### src/rtl/iopzs_pkg.sv
// Shared types and constants for the I/O request page mapper with zone statistics.
package iopzs_pkg;

  localparam int ZONE_COUNT_DEF = 32768;
  localparam int ZONE_SHIFT_DEF = 16;

  localparam int OFFSET_W = 43;
  localparam int LENGTH_W = 32;
  localparam int PAGE_SHIFT = 12;
  localparam int PAGE_W = OFFSET_W - PAGE_SHIFT;
  localparam int SECTOR_SHIFT = 9;
  localparam int SECTOR_W = LENGTH_W - SECTOR_SHIFT;
  localparam int SECTORS_PER_BLOCK = 8;
  localparam int BLOCK_SHIFT = 3;
  localparam int BLOCK_W = SECTOR_W + 1 - BLOCK_SHIFT;
  localparam int SIZE_W = 13;
  localparam int COUNT_W = 32;
  localparam int SUM_W = 48;
  localparam int ZCOUNT_W = 16;

  localparam logic [SIZE_W-1:0] SIZE_LIMIT_RESET = 13'd256;
  // 5120 * 1024 * 256 pages
  localparam logic [PAGE_W-1:0] WRAP_PAGES = 31'd1342177280;

  localparam int QUEUE_DEPTH = 4;

  // zone map row: one bit for "touched", one for "written"
  localparam int ZMAP_W = 2;
  localparam int ZMAP_SEEN = 0;
  localparam int ZMAP_WRITTEN = 1;

  typedef struct packed {
    logic                op;
    logic [OFFSET_W-1:0] byte_offset;
    logic [LENGTH_W-1:0] byte_length;
  } in_item_t;

  typedef struct packed {
    logic [PAGE_W-1:0]   page_address;
    logic [SIZE_W-1:0]   size_blocks;
    logic                is_write;
    logic                address_wrapped;
    logic                size_clipped;
    logic [COUNT_W-1:0]  total_requests;
    logic [COUNT_W-1:0]  total_writes;
    logic [SUM_W-1:0]    total_blocks;
    logic [SUM_W-1:0]    write_blocks;
    logic [ZCOUNT_W-1:0] zones_touched;
    logic [ZCOUNT_W-1:0] zones_written;
  } out_item_t;

  // classified request as it sits in the queue
  typedef struct packed {
    logic [PAGE_W-1:0]  page_address;
    logic [SIZE_W-1:0]  size_blocks;
    logic [BLOCK_W-1:0] blocks;
    logic               is_write;
    logic               address_wrapped;
    logic               size_clipped;
  } q_entry_t;

endpackage

### src/rtl/iopzs_front.sv
// Front end: size limit register, page mapping, block rounding, wrap and clamp.
module iopzs_front #(
  parameter int ZONE_COUNT = iopzs_pkg::ZONE_COUNT_DEF,
  parameter int ZONE_SHIFT = iopzs_pkg::ZONE_SHIFT_DEF
) (
  input  logic                            clk,
  input  logic                            rst_n,
  input  logic                            cfg_valid,
  output logic                            cfg_ready,
  input  logic [iopzs_pkg::SIZE_W-1:0]    cfg_data,
  input  iopzs_pkg::in_item_t             in_data,
  output iopzs_pkg::q_entry_t             q_entry,
  output logic [$clog2(ZONE_COUNT)-1:0]   q_zone,
  output logic                            q_zone_ok
);

  localparam int ZAW = $clog2(ZONE_COUNT);

  logic [iopzs_pkg::SIZE_W-1:0]     size_limit_r;
  logic [iopzs_pkg::PAGE_W-1:0]     page_raw;
  logic [iopzs_pkg::PAGE_W-1:0]     zone_full;
  logic [iopzs_pkg::SECTOR_W-1:0]   sectors;
  logic [iopzs_pkg::SECTOR_W:0]     sectors_rnd;
  logic [iopzs_pkg::BLOCK_W-1:0]    blocks;
  logic                             wrapped;
  logic                             clipped;

  assign cfg_ready = 1'b1;

  always_ff @(posedge clk) begin
    if (!rst_n) begin
      size_limit_r <= iopzs_pkg::SIZE_LIMIT_RESET;
    end else if (cfg_valid) begin
      size_limit_r <= cfg_data;
    end
  end

  always_comb begin
    page_raw  = in_data.byte_offset[iopzs_pkg::OFFSET_W-1:iopzs_pkg::PAGE_SHIFT];
    zone_full = page_raw >> ZONE_SHIFT;
    q_zone_ok = zone_full < iopzs_pkg::PAGE_W'(ZONE_COUNT);
    q_zone    = zone_full[ZAW-1:0];

    // whole sectors, then round up to 4 KiB blocks; no sectors gives no blocks
    sectors     = in_data.byte_length[iopzs_pkg::LENGTH_W-1:iopzs_pkg::SECTOR_SHIFT];
    sectors_rnd = {1'b0, sectors}
                + (iopzs_pkg::SECTOR_W+1)'(iopzs_pkg::SECTORS_PER_BLOCK - 1);
    blocks      = sectors_rnd[iopzs_pkg::SECTOR_W:iopzs_pkg::BLOCK_SHIFT];

    wrapped = page_raw > iopzs_pkg::WRAP_PAGES;
    clipped = blocks > iopzs_pkg::BLOCK_W'(size_limit_r);

    q_entry.page_address    = wrapped ? page_raw - iopzs_pkg::WRAP_PAGES : page_raw;
    q_entry.size_blocks     = clipped ? size_limit_r : blocks[iopzs_pkg::SIZE_W-1:0];
    q_entry.blocks          = blocks;
    q_entry.is_write        = in_data.op;
    q_entry.address_wrapped = wrapped;
    q_entry.size_clipped    = clipped;
  end

endmodule

### config.mk
export PLATFORM = sky130hd
export DESIGN_NAME = iopzs_front
export DESIGN_NICKNAME = d
export VERILOG_FILES = /design/src/rtl/iopzs_pkg.sv /design/src/rtl/iopzs_front.sv
export SDC_FILE = /design/constraint.sdc
export NUM_CORES = 1
export LEC_CHECK = 0
export BUFFER_PORTS_ARGS = -buffer_cell sky130_fd_sc_hd__clkbuf_2
export CAP_MARGIN = 10
export CORE_UTILIZATION = 35
export CTS_BUF_LIST = sky130_fd_sc_hd__clkbuf_4
export DETAILED_ROUTE_END_ITERATION = 16
export HOLD_SLACK_MARGIN = 0.06
export PLACE_DENSITY = 0.79
export SYNTH_ARGS = -nofsm -noshare
export SYNTH_HDL_FRONTEND = slang
export SYNTH_SLANG_ARGS = --single-unit
### constraint.sdc
create_clock -name clk -period 2.7 [get_ports clk]
set_clock_uncertainty 0.2 [all_clocks]
set_input_delay 0.135 -clock clk [delete_from_list [all_inputs] [get_ports clk]]
set_output_delay 0.135 -clock clk [all_outputs]
set_load 0.05 [all_outputs]
# [Word level (Yosys, flattened, before mapping)]
# Index checks and enable logic that the tools add are counted.
[word_totals] register_bits=13 in_bits=92 out_inout_bits=85 elab_cells=8
[op_classes] add_sub_neg=2 n_lt_le_gt_ge=3 muxes=2
[ops] operator="$gt A31 B31 Y1 const B" count=1
[ops] operator="$mux W31" count=1
[ops] operator="$sub A31 B31 Y31 const B" count=1
[ops] operator="$add A23 B3 Y24 const B" count=1
[ops] operator="$gt A21 B13 Y1" count=1
[ops] operator="$lt A15 B16 Y1 const B" count=1
[ops] operator="$mux W13" count=1

# [Depth between registers and ports, before layout]
[logic_depth] depth_word=3 mapped_depth=12 mapped_depth_nobuf=11

# [Worst setup path after synthesis]
# OpenSTA, ideal clock, no wires.
[synth_timing] path_kind="input to output" from="in in_data[12] (netlist name)" to="out q_entry[27] (netlist name)" arrival_time_ps=3276 slack_ps=-911 path_stages=12 n_path_buf=1 path_cell_list="nand3_2 nor2_1 nand2_1 xnor2_1 ha_1 and3_4 o21ai_2 nand3_2 a2111oi_4 o211ai_4 buf_6 mux2_4"
[synth_rtl] item="start, declared" line="iopzs_front.sv:11" text="input iopzs_pkg::in_item_t in_data,"
[synth_rtl] item="end, declared" line="iopzs_front.sv:12" text="output iopzs_pkg::q_entry_t q_entry,"

==> impl_results.md <==
* Outcome: complete, but fails checks
* Failing checks: negative setup slack
* Post-synth ARST share at 0%
* Leak at about 1.8 nW
* CTS Sinks at 13
* Final hold violations at 0
* Finished Core Util at 66.3%
* Die width at 76.2 microns
* Arr. time, crit path at 2800 ps
* Tot GR Track Use at between 20% and 30%
* DR vias/cell at approximately 4.7
* # port buffers at 151
* Maximum number of pins on one net before global-route repair at 15
* PD cells at a little over 300 nW/um^2
* Crit path max-delay cell type: mux2_2
* CP Capture Type: output port
* CP Data Required Time at approximately 2400 ps
* Reg2reg setup slack at 1230 ps
* Final wirelength at 6400 microns
* Cell area after synthesis at a little under 2000 sq um
* Largest register FFs at 13
* DPL Wire Length at approximately 4800 microns
* Crit path max fanout at 5
* Drc violations at 0
* Fill count at 402
* Max IR drop VDD at ~0.25 mV
* ANT nets after route at 0
* Hold Path Origin: in_data[75]
* Io pins at 177
* Global-route wire length before repair at 9870 microns
* Top flop regs: size_limit_r (13)
* Worst skew pair latency at 280 ps
* Initial Util at 37.0%
* Most frequent cell after synthesis: buf_4
* Max Cap Viol at 0
* Crit path top cell by count: buf_6
* Synth cell count leaders: 48 x buf_4, 16 x inv_1, 16 x xnor2_1
* Final period utilization at 116%
* Routed via count at 2128
* Die ar. at 5810 sq um
* First-iteration detailed-routing DRC count at 29
* Rows at 26
* GRT Residual Overflow at 0
* Register area share after synthesis at 13.5%
* Clock buffer depth at 2
* Multi-input logic area at 1560 sq um
* RePlAce Congestion at 0.759
* CTS tree: yes
* Core ar. at 5200 sq um
* Sequential cell area at ~260 sq um
* Tot Pwr at 0.00105 W
* Worst r2r src: size_limit_r[8]$_SDFFE_PN1P_
* P&R area growth vs syn at 79.0%
* Main synth FF type: dfxtp_1
* Final setup fails at 14
* Share of the synthesized area in the top cell type at 18.7%
* Ant diodes at 0
* Seq cells post-synth at 13
* Max Transition Viols Final at 0
* Num CTS Buffers at 3
* Die span in y at 76.2 microns
* Maximum operating frequency at 319 MHz
* Pre-CTS WS at -529 ps
* Critical setup path kind: input port to output port
* EDFF count, synth at 0
* Delay-heaviest family, CP: simple AND/OR/NAND/NOR gates
* CTS Root Cell: clkbuf_4
* Period minus WS final at 3130 ps
* Initial antenna violation count at 0
* CP peak stage delay at 370 ps
* Mapped Avg Cell Area at roughly 8.6 sq um
* Post-route setup slack at -431 ps
* Avg WL per Cell at 14.1 microns
* Synth top area cells: buf_4 19%, dfxtp_1 13%, ha_1 9.7%, xnor2_1 7.3%, mux2_4 7.0%
* H-tree lvl count at 1
* Cells along the critical path: buf_6 > nand4_1 > nor3_4 > buf_6 > nand2_1 > xnor2_4 > ha_1 > nand4_1 > nor2_2 > a2111oi_4 > o211ai_4 > buf_6 > mux2_2 > buf_8
* Buf+Inv Stages, Crit Path at 4
* Layout cells sized above 1 at 65.3%
* Critical Path Start Type: input port
* Ys Warns at 0
* Yosys cell types at 39
* RSZ-0062 raised after global routing: true
* Synth Instances at 223
* Setup TNS at -5430 ps
* Vias in the first global route at around 2200
* DR pass1 iterations at 4
* Worst hold path class: input port to output port
* Largest reg by FF count: size_limit_r
* Nets at 491
* Cell taking the most area after synthesis: buf_4
* Worst Setup SP: in_data[15]
area by class of cell:
class | instances | area share [%]
Multi-Input combinational cell | 143 | 45.1
Clock inverter | 1 | 0.145
Clock buffer | 3 | 0.652
Inverter | 16 | 1.74
Timing Repair Buffer | 207 | 42.3
Tap cell | 70 | 2.54
Sequential cell | 13 | 7.54
what timing repair did:
action,in CTS,in global routing
resized for setup,49,16
pin swaps,8,0
buffers inserted,3,1
setup endpoints to repair,14,14
hold buffers,14,0
endpoints found under the hold margin,13,0
layout by cell type, fill, tap and decap left out, drive strengths merged, types with 9 or more instances in the layout:
master	n
dlygate4sd3	14
nor2b	15
mux2i	12
dfxtp	13
buf	55
nand3	12
inv	16
clkbuf	141
nand4	9
ha	15
mux2	13
xnor2	16
final timing paths:
kind / to / cells after the start
setup / recovery: q_entry[25] / 14
hold / removal: q_entry[2] / 0
setup reg to reg: size_limit_r[8]$_SDFFE_PN1P_ / 3
hold reg to reg: size_limit_r[11]$_SDFFE_PN0P_ / 2
layer usage:
metal	vias up	share of wire, %	track usage, %	wire (microns)
li1	1045	-	-	-
met1	962	35	19.6	2260
met2	101	54	42.9	3490
met3	20	7.0	4.79	451
met4	0	3.1	8.08	200
met5	-	0	0	0
report_power, final:
| group | total, W | internal [W] | switching (W) |
|---|---|---|---|
| clock network | 0.000128 | 0.0000550 | 0.0000735 |
| logic | 0.000708 | 0.000268 | 0.000440 |
| registers | 0.000213 | 0.000203 | 0.00000999 |
| total | 0.00105 | 0.000526 | 0.000523 |
through the flow:
stage	hold WS [ps]	area [sq um]	std cells
6_report	70.1	3450	453
5_1_grt	70.3	3450	453
4_1_cts	70.3	3400	452
3_5_place_dp	70.3	2940	431
3_3_place_gp	70.3	2940	431
2_1_floorplan	63.2	2180	224
cell families (layout without fill, tap and decap cells):
family / Yosys count / after routing / synth area share, %
buffers and inverters: 68 / 227 / 23.0
other: 1 / 2 / 0.194
AND/OR/NAND/NOR: 67 / 67 / 22.5
AO/OA/AOI/OAI: 14 / 14 / 6.42
flip-flops: 13 / 13 / 13.5
adder cells (fa/ha/maj): 15 / 15 / 9.73
multiplexers: 25 / 25 / 15.6
XOR/XNOR: 20 / 20 / 9.08
No activity file was read; power rests on OpenSTA's default activity.
