===== src/rtl/iopzs_pkg.sv =====
// Shared types and constants for the I/O request page mapper with zone statistics.
package iopzs_pkg;

  localparam int ZONE_COUNT_DEF = 32768;
  localparam int ZONE_SHIFT_DEF = 16;

  localparam int OFFSET_W = 43;
  localparam int LENGTH_W = 32;
  localparam int PAGE_SHIFT = 12;
  localparam int PAGE_W = OFFSET_W - PAGE_SHIFT;
  localparam int SECTOR_SHIFT = 9;
  localparam int SECTOR_W = LENGTH_W - SECTOR_SHIFT;
  localparam int SECTORS_PER_BLOCK = 8;
  localparam int BLOCK_SHIFT = 3;
  localparam int BLOCK_W = SECTOR_W + 1 - BLOCK_SHIFT;
  localparam int SIZE_W = 13;
  localparam int COUNT_W = 32;
  localparam int SUM_W = 48;
  localparam int ZCOUNT_W = 16;

  localparam logic [SIZE_W-1:0] SIZE_LIMIT_RESET = 13'd256;
  // 5120 * 1024 * 256 pages
  localparam logic [PAGE_W-1:0] WRAP_PAGES = 31'd1342177280;

  localparam int QUEUE_DEPTH = 4;

  // zone map row: one bit for "touched", one for "written"
  localparam int ZMAP_W = 2;
  localparam int ZMAP_SEEN = 0;
  localparam int ZMAP_WRITTEN = 1;

  typedef struct packed {
    logic                op;
    logic [OFFSET_W-1:0] byte_offset;
    logic [LENGTH_W-1:0] byte_length;
  } in_item_t;

  typedef struct packed {
    logic [PAGE_W-1:0]   page_address;
    logic [SIZE_W-1:0]   size_blocks;
    logic                is_write;
    logic                address_wrapped;
    logic                size_clipped;
    logic [COUNT_W-1:0]  total_requests;
    logic [COUNT_W-1:0]  total_writes;
    logic [SUM_W-1:0]    total_blocks;
    logic [SUM_W-1:0]    write_blocks;
    logic [ZCOUNT_W-1:0] zones_touched;
    logic [ZCOUNT_W-1:0] zones_written;
  } out_item_t;

  // classified request as it sits in the queue
  typedef struct packed {
    logic [PAGE_W-1:0]  page_address;
    logic [SIZE_W-1:0]  size_blocks;
    logic [BLOCK_W-1:0] blocks;
    logic               is_write;
    logic               address_wrapped;
    logic               size_clipped;
  } q_entry_t;

endpackage


===== src/rtl/iopzs_queue.sv =====
// Short FIFO of classified requests between the front end and the statistics engine.
module iopzs_queue #(
  parameter int ZONE_COUNT = iopzs_pkg::ZONE_COUNT_DEF
) (
  input  logic                          clk,
  input  logic                          rst_n,
  input  logic                          push,
  input  iopzs_pkg::q_entry_t           push_entry,
  input  logic [$clog2(ZONE_COUNT)-1:0] push_zone,
  input  logic                          push_zone_ok,
  output logic                          full,
  input  logic                          pop,
  output logic                          empty,
  output iopzs_pkg::q_entry_t           head_entry,
  output logic [$clog2(ZONE_COUNT)-1:0] head_zone,
  output logic                          head_zone_ok
);

  localparam int ZAW = $clog2(ZONE_COUNT);
  localparam int DEPTH = iopzs_pkg::QUEUE_DEPTH;
  localparam int PW = $clog2(DEPTH);
  localparam int CW = $clog2(DEPTH + 1);

  iopzs_pkg::q_entry_t entry_r   [DEPTH];
  logic [ZAW-1:0]      zone_r    [DEPTH];
  logic                zone_ok_r [DEPTH];
  logic [PW-1:0]       wr_ptr_r, rd_ptr_r;
  logic [CW-1:0]       count_r;

  always_ff @(posedge clk) begin
    if (push) begin
      entry_r[wr_ptr_r]   <= push_entry;
      zone_r[wr_ptr_r]    <= push_zone;
      zone_ok_r[wr_ptr_r] <= push_zone_ok;
    end
  end

  always_ff @(posedge clk) begin
    if (!rst_n) begin
      wr_ptr_r <= '0;
      rd_ptr_r <= '0;
      count_r  <= '0;
    end else begin
      if (push) begin
        wr_ptr_r <= (wr_ptr_r == PW'(DEPTH - 1)) ? '0 : wr_ptr_r + 1'b1;
      end
      if (pop) begin
        rd_ptr_r <= (rd_ptr_r == PW'(DEPTH - 1)) ? '0 : rd_ptr_r + 1'b1;
      end
      if (push && !pop) begin
        count_r <= count_r + 1'b1;
      end else if (pop && !push) begin
        count_r <= count_r - 1'b1;
      end
    end
  end

  assign full         = count_r == CW'(DEPTH);
  assign empty        = count_r == '0;
  assign head_entry   = entry_r[rd_ptr_r];
  assign head_zone    = zone_r[rd_ptr_r];
  assign head_zone_ok = zone_ok_r[rd_ptr_r];

  a_push_grows: assert property (@(posedge clk) disable iff (!rst_n)
    (push && !pop) |=> (count_r == $past(count_r) + 1'b1))
    else $error("queue count did not grow on a lone push");

endmodule


===== config.mk =====
export PLATFORM = sky130hd
export DESIGN_NAME = iopzs_queue
export DESIGN_NICKNAME = d
export VERILOG_FILES = /design/src/rtl/iopzs_pkg.sv /design/src/rtl/iopzs_queue.sv
export SDC_FILE = /design/constraint.sdc
export NUM_CORES = 1
export LEC_CHECK = 0
export BUFFER_PORTS_ARGS = -buffer_cell sky130_fd_sc_hd__buf_2
export CORE_MARGIN = 2
export CORE_UTILIZATION = 38
export CTS_BUF_LIST = sky130_fd_sc_hd__clkbuf_2
export CTS_CLUSTER_DIAMETER = 40
export DETAILED_ROUTE_END_ITERATION = 16
export SLEW_MARGIN = 0
export SYNTH_ARGS = -nofsm -noshare
export SYNTH_HDL_FRONTEND = slang
export SYNTH_SLANG_ARGS = --single-unit

===== constraint.sdc =====
create_clock -name clk -period 3.4 [get_ports clk]
set_clock_uncertainty 0.15 [all_clocks]
set_input_delay 0.51 -clock clk [delete_from_list [all_inputs] [get_ports clk]]
set_output_delay 0.51 -clock clk [all_outputs]
set_load 0.005 [all_outputs]

Word level (Yosys, flattened, before mapping)
Memory sizes are Yosys's and may differ from the RTL's. A register that Yosys moved wholly into a read port is not among the register bits.
Cells that the tools add are included.
- register bits: 7
- memory bits (writable): 336
- bits of input ports: 88
- output and inout port bits: 86
- logic and storage cells: 31
- memories: 3
- add/subtract/negate cells: 4
- equality and inequality tests: 3
- mux-type cells: 12
- reductions and logical operators: 6
- memory list (memory ; words ; bits a word ; rd ports ; clocked after memory_dff ; wr ports ; line ; source):
    entry_r ; 4 ; 68 ; 1 ; 1 ; 1 ; iopzs_queue.sv:24 ; iopzs_pkg::q_entry_t entry_r [DEPTH];
    zone_r ; 4 ; 15 ; 1 ; 1 ; 1 ; iopzs_queue.sv:25 ; logic [ZAW-1:0] zone_r [DEPTH];
    zone_ok_r ; 4 ; 1 ; 1 ; 1 ; 1 ; iopzs_queue.sv:26 ; logic zone_ok_r [DEPTH];
- operators with widths (kind ; number):
    $mux W2 ; 8
    $mux W3 ; 2
    $add A2 B1 Y2 const B ; 2
    $eq A2 B2 Y1 const B ; 2
    $add A3 B1 Y3 const B ; 1
    $eq A3 B3 Y1 const B ; 1
    $logic_not A3 Y1 ; 1
    $sub A3 B1 Y3 const B ; 1
    $logic_and A1 B1 Y1 ; 2
    $logic_not A1 Y1 ; 2
    $mux W1 ; 2
    $reduce_bool A2 Y1 ; 1

Logic depth before layout (Yosys ltp)
Gate-level depths: netlist (run 1).
- word-level depth: 4
- depth in mapped cells: 7
- gate-level depth less buffers: 7

Least setup slack after synthesis (run 1)
OpenSTA, ideal clock, no wires.
- path type: register -> register
- from: register wr_ptr_r[0]
- to: memory entry_r[3][0] (netlist name) (enable)
- setup time: 0.451 ns
- arrival time: 2.500 ns
- data required time: 2.799 ns
- slack: 0.299 ns
- stages on the path, launching flop included: 3
- buffers on the path: 0
- clock period less this slack: 3.101 ns
- cell sequence: dfxtp_1 > ha_1 > and2_1
- RTL lines (element ; line ; source):
    start, declared ; iopzs_queue.sv:27 ; logic [PW-1:0] wr_ptr_r, rd_ptr_r;
    start signal, assigned ; iopzs_queue.sv:45 ; wr_ptr_r <= (wr_ptr_r == PW'(DEPTH - 1)) ? '0 : wr_ptr_r + 1'b1;
    end, declared ; iopzs_queue.sv:24 ;
No word-level cell before the write port.

==> flow_summary.yaml, run 1 <==
drt:
  route.met3.wl_mm: 1.63
  dr_wl_met2_mm: 12.8
  route.detailed.drc: 0
  via_per_inst: 4.70
  drtPass1Iterations: 4
  routed_wl_mm: 24.7
  drt_iter0_drc: 248
  met1_length_mm: 9.89
  vias: 6241
  top_layer: "met4"
  antenna_left: 0
  wl_per_cell_um: 18.6
cts:
  path_clk_slew_ns: 0.11
  cts_buffers: 86
  cts_root_buf: "clkbuf_2"
  cts_max_level: 3
  tritoncts: "done"
  cts_buffer_depth: 3
  insertion_delay_ns: 0.90
  clock-sinks: 345
die:
  initial_core_util: 0.387
  core_um2: 32500
  die_w_um: 186
  die_h_um: 186
  die-area_um2: 34600
  ios: 174
  core.rowCount: 66
layout:
  syn_to_final_growth_pct: 25.1
  drive_gt1_frac: 0.463
  instances_no_fill: 1327
  final_util: 0.484
  final_nets: 926
worst_setup_path:
  critPathArrivalTime_ns: 2.47
  end_kind: "primary output"
  worstPathRequired_ns: 2.74
  start_kind: "flip-flop"
  slowest_stage: "dfxtp_4"
  crit_buf_inv: 2
  cp_cell_sequence: "buf_12 > mux4_2 > buf_2"
  cp_max_fo: 41
  critical_path_class: "flip-flop to primary output"
  critPathTopFamily: "flip-flops"
  max_stage_delay_ns: 0.68
synthesis:
  synth_top_family_by_area: "multiplexers"
  synth-edff-count: 336
  synthTopCellsByArea: "edfxtp_1, mux4_2, dfxtp_1, buf_6, ha_1"
  synthXorXnorAreaFrac: 0.00139
  syn_area_per_cell_um2: 26.1
  ys_top_cells_by_count: "edfxtp_1, mux4_2, dfxtp_1"
  yosysMostFrequentCell: "edfxtp_1"
  syn_area_um2: 12600
  ys_types: 22
  yosys.area.top_type: "edfxtp_1"
  synth_nets: 577
  yosysWarnings: 0
  ys_seq_area_frac: 0.817
  synth_compound_area_frac: 0.00159
  synth_ff_type: "edfxtp_1"
  synth_top_area_share: 0.802
  synthArstFlopShare: 0
  synth.area.mux_share: 0.154
  netlist_instances: 482
  synthAdderAreaFrac: 0.00756
  synthSimpleGateAreaFrac: 0.00716
  synth-seq-cells: 345
global_route:
  grt_pass1_vias: 6977
  grtUsageTotal: 0.146
  grt_first_pass_wirelength_mm: 37.6
  antenna_found_initial: 2
  gr-total-overflow: 0
  grt_max_degree: 46
sta:
  post-route-period-util: 0.921
  final-hold-violation-count: 0
  max_freq_ghz: 0.319
  fin_tns_setup_ns: 0
  finalMaxSlewViolations: 0
  rsz0062_at_grt: "no"
  timing.hold.ws_ns: 0.217
  fin_crit_ns: 3.13
  setup_violations: 0
  max_slew_margin: 0.648
  worstMarginPinSlew_ns: 0.528
  fin_ws_ns: 0.269
power:
  p_sw_mw: 1.98
  p_leak_nw: 5.49
  p_seq_frac: 0.594
  p_per_area_nw_per_um2: 527
  swShare: 0.238
  internal-power_mw: 6.32
  ir_drop_mv: 0.311
  p_clk_frac: 0.307
  power_frac_comb: 0.100
placed_design:
  dp_cells: 1092
  dp.final_hpwl_mm: 14.4
  pre_cts_ws_ns: 0.925
  io_buffers: 173
  gp_congestion: 0.726
run_status:
  status: "completed"
job:
  cap_violations: 0
hold_path:
  min_path_type: "input port to flip-flop"
[layout make-up]
type,instances,area [um^2]
clock buffers,120,601
inverters,4,15.0
clock inverters,20,115
diodes,2,5.00
well taps,442,553
flip-flops and latches,345,10300
fillers,2758,16800
repair buffers,279,2000
multi-input cells,115,2160
[cell usage in the layout (no fill, tap or decap), drive strengths merged]
| cell type | instances |
|---|---|
| a21boi | 1 |
| bufbuf | 1 |
| xor2 | 1 |
| o21a | 1 |
| xnor2 | 1 |
| nor2b | 5 |
| ha | 6 |
| mux2i | 4 |
| fa | 1 |
| and2 | 5 |
| clkinvlp | 3 |
| diode | 2 |
| bufinv | 1 |
| or3 | 1 |
| buf | 190 |
| dfxtp | 9 |
| nor3b | 1 |
| edfxtp | 336 |
| nor3 | 2 |
| mux4 | 84 |
| clkinv | 14 |
| dlygate4sd3 | 88 |
| clkbuf | 120 |
| o21ai | 1 |
| inv | 6 |
| nor2 | 1 |
[state kept, by name, indices dropped and copies added (netlist names), named ones only]
signal,flops
zone_r,60
zone_ok_r,4
entry_r,272
wr_ptr_r,2
count_r,3
rd_ptr_r,2
[path summary, 6_finish.rpt]
path | startpoint | end | slack (ns) | cells past startpoint
worst min register to register | rd_ptr_r[1] | flip-flop | 0.39 | 2
worst max register to register | wr_ptr_r[1] | zone_r[3][2] | 1.39 | 3
worst min-delay path | push_entry[7] | entry_r[1][7] | 0.22 | 2
worst max-delay path | flip-flop | head_entry[46] | 0.27 | 3
[per-stage QoR]
stage | power, mW | cell area, um^2
floorplan | 5.41 | 12600
CTS | 8.45 | 15700
finish | 8.29 | 15700
detailed placement | 5.77 | 14000
global route | 8.73 | 15700
global placement | 5.74 | 14000
[cell families (layout without fill, tap and decap cells)]
logic type,count (synthesis),after routing
muxes,88,88
adders and majority gates,7,7
other,0,2
AOI/OAI and AO/OA,3,3
DFF,345,345
buffers and inverters,22,423
xor gates and xnor gates,2,2
and+or+nand+nor,15,15
[layer usage]
| metal | vias up | global-route usage |
|---|---|---|
| li1 | 2810 | - |
| met1 | 3206 | 0.171 |
| met2 | 190 | 0.250 |
| met3 | 35 | 0.0503 |
| met4 | 0 | 0.0557 |
| met5 | - | 0 |
[power groups by stage]
| stage | combinational [mW] | clock, mW | sequential (mW) |
|---|---|---|---|
| after floorplan | 0.408 | 0 | 5.01 |
| after global routing | 0.907 | 2.88 | 4.94 |
| final | 0.826 | 2.54 | 4.92 |
| after CTS | 0.853 | 2.67 | 4.93 |
| after global placement | 0.720 | 0 | 5.02 |
| after detailed placement | 0.742 | 0 | 5.03 |
[repair_timing]
action                     in CTS  in global routing
resized for setup               1                  0
hold endpoints to repair      356                  0
setup buffers                   4                  0
hold buffers                   88                  0
setup endpoints to repair      48                  0
Note: power is estimated with default switching activity, not from simulation.
==> inputs of run 2 (changes only) <==
Clock period 3.4 ns to 2.53 ns, I/O delays scaled along.
==> flow_summary.yaml, run 2 (same netlist as run 1, synthesis figures left out) <==
sta:
  setup_violations: 84
  worstMarginPinSlew_ns: 0.422
  rsz0062_at_grt: "yes"
  max_freq_ghz: 0.348
  finalMaxSlewViolations: 0
  final-hold-violation-count: 0
  post-route-period-util: 1.14
  fin_tns_setup_ns: -25.13
  max_slew_margin: 0.719
  fin_ws_ns: -0.344
  fin_crit_ns: 2.87
drt:
  vias: 6575
  antenna_left: 0
  drtPass1Iterations: 4
  drt_iter0_drc: 354
  routed_wl_mm: 27.0
  wl_per_cell_um: 19.4
  route.detailed.drc: 0
  via_per_inst: 4.73
global_route:
  gr-total-overflow: 0
  grt_pass1_vias: 7256
  grt_max_degree: 31
  grtUsageTotal: 0.157
  antenna_found_initial: 1
  grt_first_pass_wirelength_mm: 39.8
run_status:
  violations: "negative setup slack"
  status: "finished with violations"
placed_design:
  gp_congestion: 0.717
  dp_cells: 1098
  io_buffers: 173
  dp.final_hpwl_mm: 15.2
  postPlaceCellArea_um2: 14200
layout:
  layout_common_cells: "edfxtp_1, buf_2, dlygate4sd3_1, clkbuf_2, mux4_2"
  regMostFlops: "entry_r"
  drive_gt1_frac: 0.459
  instances_no_fill: 1390
  stdcell_area_um2: 16800
  reg_top3: "entry_r x272, zone_r x60, zone_ok_r x4"
  largest_reg_flops: 272
  final_nets: 986
  fillers: 2623
  final_common_cell: "edfxtp_1"
  syn_to_final_growth_pct: 33.7
die:
  die_h_um: 186
  core.rowCount: 66
  ios: 174
  die-area_um2: 34600
  core_um2: 32500
  initial_core_util: 0.387
  die_w_um: 186
worst_setup_path:
  start_kind: "flip-flop"
  critPathArrivalTime_ns: 2.34
  critical_path_class: "flip-flop to primary output"
  worstPathRequired_ns: 2.00
  end_kind: "primary output"
  cp_max_fo: 7
cts:
  clock-sinks: 345
  cts_root_buf: "clkbuf_2"
  tritoncts: "done"
  cts_buffer_depth: 3
  insertion_delay_ns: 0.90
  cts_buffers: 84
  path_clk_slew_ns: 0.10
  cts_max_level: 3
hold_path:
  min_path_type: "input port to flip-flop"
power:
  p_leak_nw: 5.95
  p_per_area_nw_per_um2: 691
  ir_drop_mv: 0.388
job:
  cap_violations: 0
## run 2: per-stage QoR
stage                      util  power (mW)  setup WS [ns]  hold slack (ns)
after global placement    0.436        7.74          0.455            0.332
after CTS                 0.512        11.7         -0.463         0.000702
final                     0.517        11.6         -0.344            0.110
after detailed placement  0.436        7.79          0.427            0.381
after global routing      0.517        12.2         -0.518          0.00493
after floorplan               -        7.27          0.347            0.322
## run 2: repair_timing
item | CTS | global route
cloned | 9 | 2
hold buffers | 122 | 1
pin swaps | 0 | 0
setup endpoints to repair | 84 | 84
buffers inserted | 16 | 1
endpoints found under the hold margin | 417 | 1
gates resized for setup | 27 | 22
## run 2: layout make-up
class	count	area [um^2]	area share
Inverter	4	15.0	0.000893
Sequential cell	345	10300	0.611
Antenna cell	1	2.50	0.000149
Tap cell	442	553	0.0329
Timing Repair Buffer	341	3030	0.180
Clock inverter	24	176	0.0105
Clock buffer	118	591	0.0351
Multi-Input combinational cell	115	2160	0.129
## run 2: path summary, 6_finish.rpt
path	startpoint	cells past startpoint	slack, ns	to
setup / recovery	flip-flop	5	-0.34	head_entry[28]
hold / removal	push_entry[20]	2	0.11	entry_r[0][20]
setup reg to reg	count_r[0]	5	0.24	count_r[2]
hold reg to reg	rd_ptr_r[1]	2	0.41	flip-flop
## run 2: worst max-delay path, stage by stage (launching register included)
cell     delay, ns
dfxtp_4       0.38
buf_12        0.13
buf_8         0.13
buf_16        0.14
mux4_2        0.52
buf_2         0.15
## run 2: per-layer routing
layer,part of all wire,track usage
met1,0.41,0.180
met4,0.017,0.0652
met2,0.53,0.279
met5,0,0
met3,0.050,0.0423
## run 2: power by group
group / switching, mW / internal (mW)
Sequential: 0.0747 / 6.53
Clock: 2.07 / 1.55
Combinational: 0.600 / 0.790
Total: 2.75 / 8.88
